**src/rtl/fit_allocator_with_coalescing_top_assert.svh**
```systemverilog
// Assertion macros for the fit allocator top level.
// Depends on signals named clk and rst in the scope where they are used.
`ifndef FIT_ALLOCATOR_WITH_COALESCING_TOP_ASSERT_SVH
`define FIT_ALLOCATOR_WITH_COALESCING_TOP_ASSERT_SVH

// Same-cycle implication, disabled during reset.
`define FAC_ASSERT_IMP(lbl, ante, cons) \
  lbl: assert property (@(posedge clk) disable iff (rst) (ante) |-> (cons)) \
    else $error("fit allocator assertion failed");

// Next-cycle implication, disabled during reset.
`define FAC_ASSERT_NXT(lbl, ante, cons) \
  lbl: assert property (@(posedge clk) disable iff (rst) (ante) |=> (cons)) \
    else $error("fit allocator assertion failed");

`endif

```
**src/rtl/fac_pkg.sv**
```systemverilog
// Package for the fit allocator: codes, table entry types and sequencer states.
// Used by fac_cfg and fit_allocator_with_coalescing_top; depends on nothing.
`timescale 1ns / 1ps

package fac_pkg;

  localparam int ADDR_W       = 3;
  localparam int INIT_ENTRIES = 5;

  typedef enum logic [0:0] {
    REG_FIT_MODE    = 1'b0,
    REG_MERGE_LIMIT = 1'b1
  } reg_idx_t;

  typedef enum logic [1:0] {
    K_LOAD    = 2'd0,
    K_ALLOC   = 2'd1,
    K_TERM    = 2'd2,
    K_DEALLOC = 2'd3
  } kind_t;

  typedef enum logic [1:0] {
    ST_OK        = 2'd0,
    ST_NO_FIT    = 2'd1,
    ST_NOT_FOUND = 2'd2,
    ST_FULL      = 2'd3
  } status_t;

  typedef struct packed {
    logic        fit_mode;
    logic [24:0] merge_limit;
  } cfg_t;

  typedef struct packed {
    logic [23:0] start;
    logic [24:0] size;
  } free_ent_t;

  typedef struct packed {
    logic [23:0] start;
    logic [24:0] size;
    logic [7:0]  pid;
    logic [7:0]  bid;
  } used_ent_t;

  typedef enum logic [4:0] {
    S_INIT, S_IDLE,
    S_A_RD, S_A_CHK, S_A_END,
    S_D_RD, S_D_WR,
    S_R_RD, S_R_CHK, S_U_RD, S_U_WR,
    S_G_START, S_G_RD, S_G_CHK,
    S_I_RD, S_I_WR, S_I_PUT,
    S_M_RD0, S_M_LD, S_M_RD1, S_M_CHK
  } state_t;

endpackage

```
**src/rtl/fac_cfg.sv**
```systemverilog
// Configuration registers of the fit allocator behind an APB-style port.
// Depends on fac_pkg for the register indexes and the configuration struct.
`timescale 1ns / 1ps

module fac_cfg #(
  parameter int MEGABYTE = 1048576
) (
  input  logic                       clk,
  input  logic                       rst,
  input  logic                       psel,
  input  logic                       penable,
  input  logic                       pwrite,
  input  logic [fac_pkg::ADDR_W-1:0] paddr,
  input  logic [31:0]                pwdata,
  output logic [31:0]                prdata,
  output logic                       pready,
  output fac_pkg::cfg_t              cfg
);

  logic wr;

  assign pready = 1'b1;
  assign wr     = psel && penable && pwrite;

  always_ff @(posedge clk) begin
    if (rst) begin
      cfg.fit_mode    <= 1'b0;
      cfg.merge_limit <= 25'(4 * MEGABYTE);
    end else if (wr) begin
      if (paddr[2] == fac_pkg::REG_FIT_MODE) begin
        cfg.fit_mode <= pwdata[0];
      end else begin
        cfg.merge_limit <= pwdata[24:0];
      end
    end
  end

  always_comb begin
    if (paddr[2] == fac_pkg::REG_MERGE_LIMIT) begin
      prdata = {7'd0, cfg.merge_limit};
    end else begin
      prdata = {31'd0, cfg.fit_mode};
    end
  end

endmodule

```
**config.mk**
```make
export PLATFORM = sky130hd
export DESIGN_NAME = fac_cfg
export DESIGN_NICKNAME = d
export VERILOG_FILES = /design/src/rtl/fit_allocator_with_coalescing_top_assert.svh /design/src/rtl/fac_pkg.sv /design/src/rtl/fac_cfg.sv
export SDC_FILE = /design/constraint.sdc
export NUM_CORES = 1
export LEC_CHECK = 0
export BUFFER_PORTS_ARGS = -buffer_cell sky130_fd_sc_hd__buf_4
export CORE_ASPECT_RATIO = 0.6
export CORE_UTILIZATION = 41
export DETAILED_ROUTE_END_ITERATION = 7
export PLACE_DENSITY = 0.8
export SETUP_SLACK_MARGIN = 0.2
export SYNTH_ARGS = -nofsm -noshare
export SYNTH_HDL_FRONTEND = slang
export SYNTH_SLANG_ARGS = --single-unit
```
**constraint.sdc**
```tcl
create_clock -name clk -period 1.1 [get_ports clk]
set_input_delay 0.22 -clock clk [delete_from_list [all_inputs] [get_ports clk]]
set_output_delay 0.22 -clock clk [all_outputs]
set_load 0.005 [all_outputs]
```
Word-level counts from Yosys, hierarchy flattened
Cells that the tools add are included.
{"block": "totals", "out_inout_bits": 59, "wordCells": 8, "inputBits": 40, "ff_bits": 26}
{"block": "classes", "n_reduce_logical": 4, "n_bitwise": 1, "n_mux": 1}
{"op": "$mux W25", "n": 1}
{"op": "$reduce_and A2 Y1", "n": 2}
{"op": "$logic_and A1 B1 Y1", "n": 2}
{"op": "$not A1 Y1", "n": 1}

Longest topological paths before layout
Gate-level depths: netlist of the first run.
{"block": "depth", "ltp_word": 3, "mapped_depth": 4, "depth_no_buf": 2}

Worst setup path after synthesis of the first run
No wires, ideal clock.
{"block": "synth_timing", "kind": "input to register", "from": "input port pwrite", "to": "register cfg[0] (netlist name)", "arrival_time_ns": 0.850, "slack_ns": 0.179, "required_time_ns": 1.028, "n_path_buf": 2, "setup_ns": 0.072, "stages": 4, "cell_sequence": "and4_1 buf_6 buf_12 mux2i_1"}
{"block": "synth_via", "elab_chain_len": 2}
{"element": "from (decl)", "line_no": "fac_cfg.sv:12", "rtl": "input logic pwrite,"}
{"element": "$logic_and A1 B1 Y1", "line_no": "fac_cfg.sv:23", "rtl": "assign wr = psel && penable && pwrite;"}
{"element": "$reduce_and A2 Y1 (no line)"}
{"element": "to (decl)", "line_no": "fac_cfg.sv:17", "rtl": "output fac_pkg::cfg_t cfg"}
Every way passes these cells.
A chain may end at the register's enable or synchronous reset.

Worst setup path in the final report of the first run
{"block": "layout_timing", "from": "register cfg[25] (netlist name)", "to": "output port prdata[0]"}
{"block": "layout_via", "elab_chain_len": 1}
{"element": "$mux W25", "line_no": "fac_cfg.sv:39", "rtl": "if (paddr[2] == fac_pkg::REG_MERGE_LIMIT) begin"}
{"element": "to (decl)", "line_no": "fac_cfg.sv:15", "rtl": "output logic [31:0] prdata,"}
Every way passes these cells.

==> results of run 1 <==
-- stage by stage --
step	utilization [%]	area (um^2)	setup TNS (ns)	std cells	worst slack (ns)
floorplan	-	1450	0	156	0.179
global placement	61.5	2020	-0.0586	267	-0.0190
detailed placement	61.5	2020	-0.135	267	-0.0278
CTS	71.7	2350	-0.0873	281	-0.0873
global route	80.2	2630	-0.300	298	-0.115
finish	80.2	2630	-0.130	298	-0.0782
-- how the worst max path moves through the flow --
stage              from         to  slack, ns  depth (start not counted)
2_1_floorplan    pwrite     cfg[0]       0.18                          4
3_3_place_gp   paddr[2]    cfg[19]      -0.02                          4
3_5_place_dp   paddr[2]     cfg[7]      -0.03                          4
4_1_cts         cfg[25]  prdata[0]      -0.09                          2
5_1_grt          cfg[0]  prdata[0]      -0.12                          2
6_report        cfg[25]  prdata[0]      -0.08                          2
-- power breakdown --
group	switching (mW)	internal [mW]	total [mW]
clock	0.274	0.245	0.518
sequential	0.0186	0.961	0.980
combinational	0.131	0.246	0.378
-- what timing repair did --
| item | CTS | global route |
|---|---|---|
| setup endpoints to repair | 51 | 61 |
| gates resized for setup | 78 | 42 |
| cloned | 0 | 1 |
| pin swaps | 0 | 0 |
| buffers inserted | 11 | 16 |
-- routing by layer --
| metal | vias to the layer above | part of all wire (%) | track usage, % |
|---|---|---|---|
| li1 | 665 | - | - |
| met1 | 595 | 44 | 21.3 |
| met2 | 54 | 49 | 32.8 |
| met3 | 2 | 6.7 | 5.14 |
| met4 | 0 | 0.30 | 3.33 |
| met5 | - | 0 | 0 |
-- cells in the final DEF, fill, tap and decap left out --
cell type and count:
and2_4 24, and4_4 1, buf_12 2, buf_4 44, buf_6 65, clkbuf_16 1, clkbuf_8 3, conb_1 8
dfxtp_2 24, dfxtp_4 2, mux2_4 1, mux2i_1 26, nand2b_1 49, nand4b_1 1, nor2_1 2
-- critical path, delay by kind of cell, from the launching register on --
kind	cells	cell delay (ns)
buffers and inverters	1	0.11
muxes	1	0.26
DFF	1	0.32
-- layout make-up --
| type | count | area share [%] |
|---|---|---|
| Tap cell | 45 | 2.14 |
| Sequential cell | 26 | 21.2 |
| Timing Repair Buffer | 112 | 42.8 |
| Multi-Input combinational cell | 112 | 32.3 |
| Clock buffer | 3 | 1.57 |
-- kinds of logic after synthesis --
| family | Yosys count | synth area share, % |
|---|---|---|
| simple gates | 77 | 34.2 |
| other cells | 2 | 0.527 |
| mux | 27 | 19.1 |
| buf+inv | 18 | 9.67 |
| flops | 26 | 36.6 |
==> flow_summary.ini, run 1 <==
[clock_tree]
clk_pin_slew_worst_paths_ns = 0.08
cts_buffer_depth = 2
numCtsBuffers = 3
clock_latency_ns = 0.26
ctsHoldBuffers = 0
htreeDepth = 1
clock_sinks = 26
cts_tree = built
cts-root-buf = clkbuf_8

[power_and_ir_drop]
total_power_mw = 1.88
p_leak_nw = 1.20
peakVddDrop_uv = 531
power_density_nw_per_um2 = 712

[critical_path]
r2r_end = cfg[22]
worst-r2r-cell-count = 4
critPathRequiredTime_ns = 0.88
crit_path_end_kind = output port
worstPathArrival_ns = 0.96
crit_slowest_cell = dfxtp_2
regToRegSetupSlack_ns = 0.27
r2r-start = cfg[22]
path_cells = mux2_4 > buf_6
crit_path_max_fanout = 2
cp_slowest_stage_delay_ns = 0.32
worstSetupStartpointType = register
worstSetupPathType = register to output port

[synthesis]
synth_edf_count = 0
synth_area_um2 = 1420
syn_avg_cell_area_um2 = 9.49
async_reset_ff_share_pct = 0
synth-seq-cells = 26
yosysSeqAreaShare_pct = 36.6
synth.top_cells.by_count = nand2b_1, dfxtp_1, mux2i_1
synth_ff_type = dfxtp_1
yosysTopAreaCell = dfxtp_1
yosysWarnings = 0
synth_top_cell_area_share_pct = 36.6
synthCells = 150
yosys.cell_types.count = 14
yosys.cell_count.top_type = nand2b_1
yosys-top-cells-area = dfxtp_1, nand2b_1, mux2i_1

[flow_run]
cap_violations = 0

[worst_hold_path]
hold_depth = 3
hold_path.class = input port to register
min_to = cfg[14]
holdCritStartpoint = pwdata[14]

[placement]
dpl.hpwl_um = 2220
io_buffers = 81
gp_congestion = 0.667

[floorplanning]
boundaryPins = 99
start_util_pct = 43.4
placementRows = 16
die_width_um = 78.1
core_area_um2 = 3280
die_h_um = 47.6
dieArea_um2 = 3720

[timing]
slew_violations = 0
rsz0062_at_grt = yes
holdWs_ns = 0.211
fin_crit_sh_pct = 107
fin_skew_ns = 0
setup_ws_ns = -0.0782
max_clock_freq_mhz = 849
hold_viol = 0
fin_crit_ns = 1.18
finalSetupViolCount = 2

[final_layout]
n_antenna_cell = 0
fin_nets = 295
multi_input_area_um2 = 850
syn2layout_area_growth_pct = 84.9
largest_reg_flops = 26
max_flop_register = cfg
seq_area_um2 = 558
fill_cells = 221
reg_top3 = cfg (26)
final_layout_size_suffix_gt1_share_pct = 66.0

[routing]
drtAntennaViolNets = 0
avgRoutedWirePerCell_um = 13.3
drcViolationCount = 0
firstDrtPassIters = 4
vias = 1316
viasPerCell = 4.42
wl_um = 3950
drt_iter0_drc = 27

[status]
status = finished, violations left
violations = negative setup slack

[grt]
grtUsageTotal_pct = 17.6
grt_max_degree = 52
grt_pass1_vias = 1104
antenna_found_initial = 0
gr-total-overflow = 0
grt_pass1_wl_um = 4940
(Power assumes the default switching activity.)
==> run 2, diff against run 1 <==
--- a/config.mk
+++ b/config.mk
@@ -10,7 +10,7 @@
 export CORE_UTILIZATION = 41
 export DETAILED_ROUTE_END_ITERATION = 7
 export PLACE_DENSITY = 0.8
-export SETUP_SLACK_MARGIN = 0.2
+export SETUP_SLACK_MARGIN = 0.5
 export SYNTH_ARGS = -nofsm -noshare
 export SYNTH_HDL_FRONTEND = slang
 export SYNTH_SLANG_ARGS = --single-unit
==> run 2 against run 1 <==
- non-clock buffer count grew 7
- highest routed layer unchanged
- the run still ends with negative setup slack left
- global-route usage rose by 2.8 points
- register-to-register slack lost 0.02 ns
- largest cell class unchanged
- largest power group unchanged
==> flow_summary.ini, run 2 (same netlist as run 1, synthesis figures left out) <==
[flow_run]
cap_violations = 0

[final_layout]
largest_reg_flops = 26
mostFrequentLayoutCell = buf_6
max_flop_register = cfg
final_layout_size_suffix_gt1_share_pct = 67.8
syn2layout_area_growth_pct = 97.5
layout_common_cells = buf_6, nand2b_1, buf_4
fin_util_pct = 85.7
fin_nets = 302
n_antenna_cell = 0
final-instance-count-excl-fill = 306
reg_top3 = cfg (26)

[routing]
vias = 1401
drtAntennaViolNets = 0
viasPerCell = 4.58
firstDrtPassIters = 4
wl_um = 4300
drcViolationCount = 0
avgRoutedWirePerCell_um = 14.0
drt_iter0_drc = 25

[timing]
setup_tns_ns = -0.263
fin_crit_ns = 1.22
setup_ws_ns = -0.124
fin_skew_ns = 0
hold_viol = 0
max_clock_freq_mhz = 817
slew_violations = 0
finalSetupViolCount = 6
rsz0062_at_grt = yes
fin_crit_sh_pct = 111

[critical_path]
critPathRequiredTime_ns = 0.88
crit_path_end_kind = output port
worstSetupPathType = register to output port
worstSetupStartpointType = register
worstPathArrival_ns = 1.00
crit_path_max_fanout = 2

[clock_tree]
clock_sinks = 26
clock_latency_ns = 0.27
cts_tree = built
numCtsBuffers = 3
htreeDepth = 1
cts_buffer_depth = 2
ctsHoldBuffers = 0
cts-root-buf = clkbuf_8
clk_pin_slew_worst_paths_ns = 0.10

[grt]
gr-total-overflow = 0
grt_pass1_vias = 1197
grt_use_met3_pct = 8.19
grtUsageMet1_pct = 25.7
globalRouteMet2Util_pct = 34.4
grt_max_degree = 52
grtUsageTotal_pct = 20.4
grt_pass1_wl_um = 5670
antenna_found_initial = 0
top_usage_layer = met2

[status]
status = finished, violations left
violations = negative setup slack

[floorplanning]
die_h_um = 47.6
boundaryPins = 99
start_util_pct = 43.4
placementRows = 16
core_area_um2 = 3280
die_width_um = 78.1
dieArea_um2 = 3720

[power_and_ir_drop]
peakVddDrop_uv = 551
p_leak_nw = 1.28
total_power_mw = 2.02
power_density_nw_per_um2 = 719

[placement]
io_buffers = 81
place_ws_ns = -0.0377
dpl.hpwl_um = 2240
dp.cells = 267
gp_congestion = 0.714

[worst_hold_path]
hold_path.class = input port to register
## run 2: path summary, 6_finish.rpt
check | slack, ns | cells after the start | from | to
worst max-delay path | -0.12 | 2 | cfg[25] | prdata[0]
worst min-delay path | 0.20 | 3 | pwdata[3] | cfg[3]
worst max register to register | 0.25 | 4 | cfg[0] | cfg[0]
worst min register to register | 0.49 | 2 | cfg[23] | cfg[23]
## run 2: critical path: stages (launching register included)
cell and delay (ns):
dfxtp_2 0.34, mux2_4 0.27, buf_6 0.12
## run 2: routing by layer
layer,wire length (um),vias to the layer above
li1,-,683
met1,1820,656
met4,47,0
met2,2100,58
met5,0,-
met3,324,4
## run 2: metrics by stage
stage	hold slack (ns)	area (um^2)
5_1_grt	0.200	2810
3_5_place_dp	0.473	2090
3_3_place_gp	0.466	2090
2_1_floorplan	0.367	1570
4_1_cts	0.199	2610
6_report	0.198	2810
## run 2: area by class of cell
type	count	area, um^2
multi-input combinational	112	870
tap	45	56.3
fill	178	470
timing repair buffer	119	1270
sequential	26	561
clock buffer	4	55.1
## run 2: repair_timing
action                     in CTS  in global routing
setup endpoints to repair      77                 77
setup buffers                  14                 18
pin swaps                      24                  5
resized for setup              85                 19
gates cloned                    3                  0
## run 2: report_power, final
part	switching (mW)	leakage (nW)	total, mW	internal [mW]
Sequential	0.0208	0.223	0.980	0.959
Clock	0.304	0.0288	0.624	0.320
Combinational	0.140	1.02	0.419	0.279
==> run 3, diff against run 2 <==
--- a/config.mk
+++ b/config.mk
@@ -10,6 +10,7 @@
 export CORE_UTILIZATION = 41
 export DETAILED_ROUTE_END_ITERATION = 7
 export PLACE_DENSITY = 0.8
+export REMOVE_ABC_BUFFERS = 1
 export SETUP_SLACK_MARGIN = 0.5
 export SYNTH_ARGS = -nofsm -noshare
 export SYNTH_HDL_FRONTEND = slang
==> run 3 against run 2 <==
- the flow still finishes with violations (negative setup slack)
- critical path depth did not move
- critical path type unchanged
- worst setup slack improved by 0.011 ns
- sequential share of layout area fell by 0.16 points
- sequential cell count did not move
- core utilization fell by 0.46 points
- largest power group unchanged
- clock skew did not move
- non-clock buffer count fell by 3
- maximum frequency rose by 0.87%
==> flow_summary.ini, run 3 (same netlist as run 1, synthesis figures left out) <==
[clock_tree]
cts_buffer_depth = 2
clock_sinks = 26
ctsHoldBuffers = 0
clock_latency_ns = 0.27
clk_pin_slew_worst_paths_ns = 0.09
cts-root-buf = clkbuf_8
htreeDepth = 1
numCtsBuffers = 3
cts_tree = built

[critical_path]
crit_path_max_fanout = 2
worstSetupStartpointType = register
r2r_end = cfg[0]
r2r-start = cfg[0]
worstSetupPathType = register to output port
worstPathArrival_ns = 0.99
critPathRequiredTime_ns = 0.88
crit_path_end_kind = output port
regToRegSetupSlack_ns = 0.21
worst-r2r-cell-count = 5

[floorplanning]
core_area_um2 = 3280
boundaryPins = 99
start_util_pct = 43.4
dieArea_um2 = 3720
die_width_um = 78.1
placementRows = 16
die_h_um = 47.6

[routing]
viasPerCell = 4.62
vias = 1401
wl_um = 4390
drt_iter0_drc = 44
drcViolationCount = 0
avgRoutedWirePerCell_um = 14.5
drtAntennaViolNets = 0
firstDrtPassIters = 4

[placement]
gp_congestion = 0.675
io_buffers = 81
dpl.hpwl_um = 2090
placedInstanceArea_um2 = 2020
place_ws_ns = -0.0210
dp.cells = 267

[timing]
fin_crit_ns = 1.21
fin_crit_sh_pct = 110
setup_ws_ns = -0.114
rsz0062_at_grt = yes
hold_viol = 0
max_clock_freq_mhz = 824
fin_skew_ns = 0
finalSetupViolCount = 5
slew_violations = 0

[power_and_ir_drop]
peakVddDrop_uv = 620
p_leak_nw = 1.26
pwr-share-clk_pct = 30.5
switching_share_pct = 22.7
power_density_nw_per_um2 = 723
comb_power_share_pct = 20.9
pwr-share-seq_pct = 48.7
p_switching_mw = 0.459
total_power_mw = 2.02
p_int_mw = 1.57

[final_layout]
fin_util_pct = 85.2
multi_input_area_um2 = 857
layout_common_cells = buf_6, nand2b_1, buf_4
stdcell_area_um2 = 2800
final-instance-count-excl-fill = 303
n_antenna_cell = 0
final_layout_size_suffix_gt1_share_pct = 66.3
fill_cells = 161
mostFrequentLayoutCell = buf_6
syn2layout_area_growth_pct = 96.5
max_flop_register = cfg
largest_reg_flops = 26
fin_nets = 299
reg_top3 = cfg (26)
seq_area_um2 = 553

[worst_hold_path]
min_to = cfg[3]
hold_depth = 3
holdCritStartpoint = pwdata[3]
hold_path.class = input port to register

[grt]
antenna_found_initial = 0
grt_pass1_vias = 1145
grtUsageTotal_pct = 19.4
gr-total-overflow = 0
grt_max_degree = 52
grt_pass1_wl_um = 5440

[status]
status = finished, violations left
violations = negative setup slack

[flow_run]
cap_violations = 0
run 3: cell types whose count changed in the layout (fill, tap and decap cells not counted), sizes merged:
cell and delta:
buf -3
run 3: through the flow:
| stage | hold slack (ns) | TNS, ns |
|---|---|---|
| 6_report | 0.200 | -0.221 |
| 5_1_grt | 0.193 | -0.469 |
| 4_1_cts | 0.196 | -0.204 |
| 3_5_place_dp | 0.475 | -0.0210 |
| 3_3_place_gp | 0.474 | 0 |
| 2_1_floorplan | 0.375 | -9.83 |
run 3: power by group through the flow:
stage               Sequential, mW  Combinational [mW]  Clock, mW
floorplan                    0.998               0.101          0
global placement             0.998               0.282          0
detailed placement           0.998               0.286          0
CTS                          0.983               0.366      0.645
global route                 0.988               0.452      0.674
finish                       0.985               0.422      0.617
run 3: area by class of cell:
class	count	share of cell area (%)
clock buffers	4	1.97
multi-input cells	112	30.6
flip-flops and latches	26	19.8
well taps	45	2.01
repair buffers	116	45.6
run 3: worst max-delay path, cell delays in order, from the launching register on:
cell	delay (ns)
dfxtp_2	0.34
mux2_4	0.27
buf_6	0.11
run 3: metal layers:
layer | wire length [um] | track usage (%) | part of all wire [%] | vias to the layer above
li1 | - | - | - | 678
met1 | 2050 | 25.8 | 47 | 656
met2 | 2000 | 31.4 | 46 | 63
met3 | 314 | 7.05 | 7.1 | 4
met4 | 23 | 3.33 | 0.52 | 0
met5 | 0 | 0 | 0 | -
run 3: worst max-delay path by stage:
stage	from	endpoint	slack (ns)	cells past startpoint
global placement	paddr[2]	cfg[19]	0.02	4
floorplan	pwrite	cfg[0]	-0.39	2
CTS	cfg[25]	prdata[0]	-0.11	2
finish	cfg[25]	prdata[0]	-0.11	2
detailed placement	paddr[2]	cfg[20]	-0.02	4
global route	cfg[25]	prdata[0]	-0.14	2
run 3: what timing repair did:
| action | 4_1_cts | 5_1_grt |
|---|---|---|
| hold endpoints to repair | 0 | 0 |
| gates resized for setup | 90 | 40 |
| pin swaps | 3 | 2 |
| buffers inserted | 13 | 16 |
| gates cloned | 3 | 0 |
| endpoints found under the setup margin | 77 | 77 |
